--- src/hdl/tsmb_pkg.sv ---
// Shared types and constants of the trilinear sampler with mirror boundary.
// No dependencies; imported by every module of the block but tsmb_ram.
`default_nettype none

package tsmb_pkg;

   localparam int MAX_DIM     = 32;
   localparam int VOXEL_BITS  = 16;
   localparam int FRAC_BITS   = 8;
   localparam int NUM_AXES    = 3;

   localparam int DIM_W       = 6;
   localparam int IDX_W       = $clog2(MAX_DIM);
   localparam int P_W         = DIM_W;
   localparam int POS_W       = 24;
   localparam int INT_W       = POS_W - FRAC_BITS;
   localparam int STORE_DEPTH = MAX_DIM * MAX_DIM * MAX_DIM;
   localparam int ADDR_W      = $clog2(STORE_DEPTH);
   localparam int OUT_W       = 24;

   localparam int WGT_W       = FRAC_BITS + 1;
   localparam int WYZ_W       = 2 * FRAC_BITS + 1;
   localparam int W_W         = 3 * FRAC_BITS + 1;
   localparam int ACC_W       = VOXEL_BITS + 3 * FRAC_BITS + 1;
   localparam int OY_W        = 2 * IDX_W;
   localparam int DXY_W       = 2 * IDX_W + 1;

   localparam int MOD_STEP_BITS = 4;
   localparam int MOD_STEPS     = INT_W / MOD_STEP_BITS;
   localparam int NUM_CORNERS   = 8;
   localparam int CNT_W         = $clog2(NUM_CORNERS);

   localparam int ADDR_LSB    = 0;
   localparam int VALUE_LSB   = ADDR_LSB + ADDR_W;
   localparam int POS_X_LSB   = VALUE_LSB + VOXEL_BITS;
   localparam int REQ_FIELDS_W = POS_X_LSB + NUM_AXES * POS_W;
   localparam int REQ_TDATA_W = ((REQ_FIELDS_W + 7) / 8) * 8;

   localparam int CSR_IDX_W   = 2;
   localparam logic [CSR_IDX_W-1:0] CSR_DIM_X = CSR_IDX_W'(0);
   localparam logic [CSR_IDX_W-1:0] CSR_DIM_Y = CSR_IDX_W'(1);
   localparam logic [CSR_IDX_W-1:0] CSR_DIM_Z = CSR_IDX_W'(2);

   localparam logic KIND_WRITE  = 1'b0;
   localparam logic KIND_SAMPLE = 1'b1;

   localparam logic [WGT_W-1:0] WGT_ONE = WGT_W'(1 << FRAC_BITS);

   typedef enum logic [2:0] {
      ST_IDLE,
      ST_MOD,
      ST_MAP,
      ST_OFFS,
      ST_READ,
      ST_DRAIN,
      ST_FINISH
   } state_type;

   typedef struct packed {
      logic             load_sample;
      logic             write_voxel;
      logic             mod_step;
      logic             map;
      logic             offs;
      logic             read_en;
      logic [CNT_W-1:0] corner;
      logic             load_out;
   } cmd_type;

   function automatic logic [DIM_W-1:0] eff_dim(input logic [DIM_W-1:0] d);
      logic [DIM_W-1:0] r;
      if (d == '0) begin
         r = DIM_W'(1);
      end else if (d > DIM_W'(MAX_DIM)) begin
         r = DIM_W'(MAX_DIM);
      end else begin
         r = d;
      end
      return r;
   endfunction

endpackage

`default_nettype wire

--- src/hdl/tsmb_ctrl.sv ---
// Controller of the trilinear sampler: sequences one sample through modulo,
// mapping, offset, eight voxel reads and result hand-off. Depends on tsmb_pkg.
`default_nettype none

module tsmb_ctrl (
   input  wire logic              clock,
   input  wire logic              reset,
   input  wire logic              req_tvalid,
   input  wire logic              req_tuser,
   output logic                   req_tready,
   output logic                   rsp_tvalid,
   input  wire logic              rsp_tready,
   output tsmb_pkg::cmd_type      cmd
);
   import tsmb_pkg::*;

   localparam logic [CNT_W-1:0] MOD_LAST  = CNT_W'(MOD_STEPS - 1);
   localparam logic [CNT_W-1:0] READ_LAST = CNT_W'(NUM_CORNERS - 1);

   state_type        state_ff, state_in;
   logic [CNT_W-1:0] cnt_ff, cnt_in;
   logic             out_valid_ff, out_valid_in;

   always_ff @(posedge clock) begin
      if (reset) begin
         state_ff     <= ST_IDLE;
         cnt_ff       <= '0;
         out_valid_ff <= 1'b0;
      end else begin
         state_ff     <= state_in;
         cnt_ff       <= cnt_in;
         out_valid_ff <= out_valid_in;
      end
   end

   always_comb begin
      state_in     = state_ff;
      cnt_in       = cnt_ff;
      out_valid_in = out_valid_ff;
      cmd          = '0;
      req_tready   = 1'b0;
      if (rsp_tready) begin
         out_valid_in = 1'b0;
      end
      unique case (state_ff)
         ST_IDLE: begin
            req_tready = 1'b1;
            if (req_tvalid) begin
               if (req_tuser == KIND_SAMPLE) begin
                  cmd.load_sample = 1'b1;
                  cnt_in          = '0;
                  state_in        = ST_MOD;
               end else begin
                  cmd.write_voxel = 1'b1;
               end
            end
         end
         ST_MOD: begin
            cmd.mod_step = 1'b1;
            if (cnt_ff == MOD_LAST) begin
               cnt_in   = '0;
               state_in = ST_MAP;
            end else begin
               cnt_in = cnt_ff + CNT_W'(1);
            end
         end
         ST_MAP: begin
            cmd.map  = 1'b1;
            state_in = ST_OFFS;
         end
         ST_OFFS: begin
            cmd.offs = 1'b1;
            cnt_in   = '0;
            state_in = ST_READ;
         end
         ST_READ: begin
            cmd.read_en = 1'b1;
            cmd.corner  = cnt_ff;
            if (cnt_ff == READ_LAST) begin
               cnt_in   = '0;
               state_in = ST_DRAIN;
            end else begin
               cnt_in = cnt_ff + CNT_W'(1);
            end
         end
         ST_DRAIN: begin
            state_in = ST_FINISH;
         end
         ST_FINISH: begin
            if (!out_valid_ff || rsp_tready) begin
               cmd.load_out = 1'b1;
               out_valid_in = 1'b1;
               state_in     = ST_IDLE;
            end
         end
         default: begin
            state_in = ST_IDLE;
         end
      endcase
   end

   assign rsp_tvalid = out_valid_ff;

endmodule

`default_nettype wire

--- config.mk ---
export PLATFORM = sky130hd
export DESIGN_NAME = tsmb_ctrl
export DESIGN_NICKNAME = d
export VERILOG_FILES = /design/src/hdl/tsmb_pkg.sv /design/src/hdl/tsmb_ctrl.sv
export SDC_FILE = /design/constraint.sdc
export NUM_CORES = 1
export LEC_CHECK = 0
export ABC_AREA = 1
export CORE_MARGIN = 4
export CORE_UTILIZATION = 25
export CTS_BUF_LIST = sky130_fd_sc_hd__clkbuf_16
export CTS_CLUSTER_SIZE = 24
export DETAILED_ROUTE_END_ITERATION = 10
export DONT_BUFFER_PORTS = 1
export PLACE_DENSITY = 0.45
export SLEW_MARGIN = 25
export SYNTH_ARGS = -nofsm -noshare
export SYNTH_HDL_FRONTEND = slang
export SYNTH_SLANG_ARGS = --single-unit
--- constraint.sdc ---
create_clock -name clock -period 1.7 [get_ports clock]
set_clock_uncertainty 0.1 [all_clocks]
set_input_delay 0.34 -clock clock [delete_from_list [all_inputs] [get_ports clock]]
set_output_delay 0.34 -clock clock [all_outputs]
set_load 0.01 [all_outputs]
==> results.json <==
{
  "syn_inst": 77,
  "switchingPower_w": 0.0004619,
  "port-buffer-count": 0,
  "seq_area_frac_synth_pct": 27.79,
  "p_clk_share_pct": 34.9,
  "hold_viol_final": 0,
  "setup_viol": 0,
  "crit_type": "flip-flop to primary output",
  "clk_pin_slew_worst_paths_ns": 0.04,
  "worst-r2r-setup-slack_ns": 0.23,
  "vias": 452,
  "arrival_ns": 1.15,
  "synth_cell_types": 18,
  "cp_max_fo": 6,
  "hp-start": "reset",
  "die_area_um2": 2799,
  "slew_violations": 0,
  "syn-num-nets": 86,
  "ys_ff_latch": 7,
  "boundaryPins": 17,
  "worstRegToRegCells": 9,
  "p_total_w": 0.001126,
  "cts_tree": "built",
  "grt_pass1_wl_um": 1690,
  "post-dp-hpwl_um": 838.2,
  "whs_path_depth": 1,
  "max-vdd-ir-drop_uv": 747.7,
  "syn_avg_cell_area_um2": 6.548,
  "tightest_slew_ns": 0.2803,
  "synth_edf_count": 0,
  "yosysTopAreaCell": "dfxtp_1",
  "p_int_w": 0.0006639,
  "grt_max_degree": 8,
  "cp.required_ns": 1.26,
  "cpPeakStageDelay_ns": 0.37,
  "die_width_um": 52.91,
  "min_path_type": "primary input to flip-flop",
  "yosysWarningCount": 0,
  "detail_route.wl_per_cell_um": 10.02,
  "antenna_cells": 0,
  "crit_chain": "nor2_4 > nand2_1 > nor3b_4",
  "synth-main-ff-cell": "dfxtp_1",
  "setup_tns_ns": 0,
  "via_per_inst": 4.264,
  "floorplan.initialDensity_pct": 27.70,
  "synthTopCellsByArea": "dfxtp_1 (28%), nand2_1 (10%), ha_1 (9.9%)",
  "syn_to_final_growth_pct": 25.06,
  "min_to": "cnt_ff[0]",
  "antenna_found_initial": 0,
  "grtUsageTotal_pct": 8.309,
  "worstReg2RegStart": "cnt_ff[0]",
  "drive_gt1_share_pct": 23.46,
  "remaining_drc_errors": 0,
  "die_y_um": 52.91,
  "power.leakage_nw": 0.2822,
  "postRouteAntennaNets": 0,
  "cts_sinks": 7,
  "min_period_over_period_pct": 93.39,
  "p_per_area_nw_per_um2": 1785,
  "p_comb_share_pct": 41.2,
  "netlist_area_um2": 504.2,
  "swShare_pct": 41.03,
  "insertion_delay_ns": 0.23,
  "cp-end-kind": "primary output",
  "synthArstFlopShare_pct": 0,
  "grt_pass1_vias": 402,
  "post_cts.repair.setup_buffers": 0,
  "synth_top_area_share_pct": 27.79,
  "core-area_um2": 1821,
  "area.sequential_um2": 140.1,
  "status": "finished, final reports clean",
  "worst_setup_path_start_kind": "flip-flop",
  "rows": 15,
  "cp_slowest_cell": "dfxtp_1",
  "final.fill_count": 209,
  "rsz0062_at_grt": "false",
  "gp_congestion": 0.7774,
  "fmax_mhz": 629.8,
  "max_cap_violations": 0,
  "drtPass1Iterations": 2,
  "nets": 91,
  "overflow": 0,
  "cts_root_buf": "clkbuf_16",
  "seqPwrFrac_pct": 23.8,
  "min_period_ns": 1.588,
  "cp-startpoint": "state_ff[1]",
  "r2r-end": "state_ff[2]",
  "cts_buffer_depth": 2,
  "multi_input_area_um2": 320.3,
  "cts_made_buffers": 3,
  "drt_iter0_markers": 2,
  "synth.most_common_cell": "nand2_1",
  "htreeDepth": 1,
  "relSlewSlack_pct": 81.25,
  "ys_top_cells_by_count": "nand2_1 (14), inv_1 (12), nor2_1 (10), dfxtp_1 (7)",
  "wl_um": 1062
}
-- per-layer routing --
metal	vias up	GRT usage (%)	wire length, um
met3	2	2.254	55
met4	0	5.106	22
met5	-	0	0
li1	248	-	-
met2	15	11.16	416
met1	187	11.47	567
-- kinds of logic after synthesis --
logic type / Yosys count / synth area share [%]
AOI/OAI and AO/OA: 9 / 9.676
adders and majority gates: 4 / 9.926
buffers and inverters: 16 / 11.91
DFF: 7 / 27.79
and+or+nand+nor: 41 / 40.70
-- power by group through the flow --
| stage | Clock, W | Sequential, W | Combinational, W |
|---|---|---|---|
| final | 0.000393 | 0.000268 | 0.000464 |
| after detailed placement | 0 | 0.000262 | 0.000439 |
| after floorplan | 0 | 0.000253 | 0.000370 |
| after global routing | 0.000414 | 0.000273 | 0.000518 |
| after CTS | 0.000398 | 0.000260 | 0.000448 |
| after global placement | 0 | 0.000261 | 0.000440 |
-- repair_timing --
item / 4_1_cts / 5_1_grt
hold buffers: 0 / 0
endpoints found under the setup margin: 1 / 1
hold endpoints to repair: 0 / 0
gates resized for setup: 1 / 2
cloned: 0 / 0
-- cell usage in the layout (no fill, tap or decap) --
cell type,instances
nand3_1,3
ha_1,4
nor2_2,4
clkbuf_16,3
nor2_4,1
o21ai_1,1
nand2_2,3
nor3b_4,1
o21ai_0,1
nand2_1,14
nand4_1,1
a31oi_1,1
nor2_1,10
or2_1,1
o21a_1,1
inv_2,4
inv_1,13
nand3_2,3
dfxtp_1,7
a21oi_1,5
-- worst max path at each step --
stage / to / slack, ns / depth (start not counted)
floorplan: cmd[8] / 0.30 / 3
global placement: state_ff[2] / 0.23 / 9
detailed placement: cmd[8] / 0.22 / 3
CTS: cmd[8] / 0.07 / 3
global route: cmd[8] / 0.04 / 3
finish: cmd[8] / 0.11 / 3
-- worst max-delay path, delay by kind of cell, from the launching register on --
family,cells,cell delay (ns)
AND/OR/NAND/NOR,3,0.55
flip-flops,1,0.37
-- through the flow --
| step | instances | instance area [um^2] | util, % | worst slack, ns | hold WS, ns |
|---|---|---|---|---|---|
| global placement | 102 | 535.5 | 29.42 | 0.2315 | 0.3109 |
| floorplan | 77 | 504.2 | - | 0.3023 | 0.3091 |
| finish | 106 | 630.6 | 34.64 | 0.1123 | 0.07563 |
| CTS | 106 | 619.3 | 34.02 | 0.07170 | 0.07458 |
| global route | 106 | 630.6 | 34.64 | 0.03857 | 0.06886 |
| detailed placement | 102 | 535.5 | 29.42 | 0.2165 | 0.3131 |
-- cell type report --
type,instances,area share [%]
multi-input combinational,54,50.79
sequential,7,22.22
clock buffer,3,11.90
inverter,16,9.524
tap,25,4.960
clock inverter,1,0.5952
-- registers in the layout, indices dropped and copies added (netlist names) --
signal      count
rsp_tvalid      1
state_ff        3
cnt_ff          3
(Power assumes the default switching activity.)
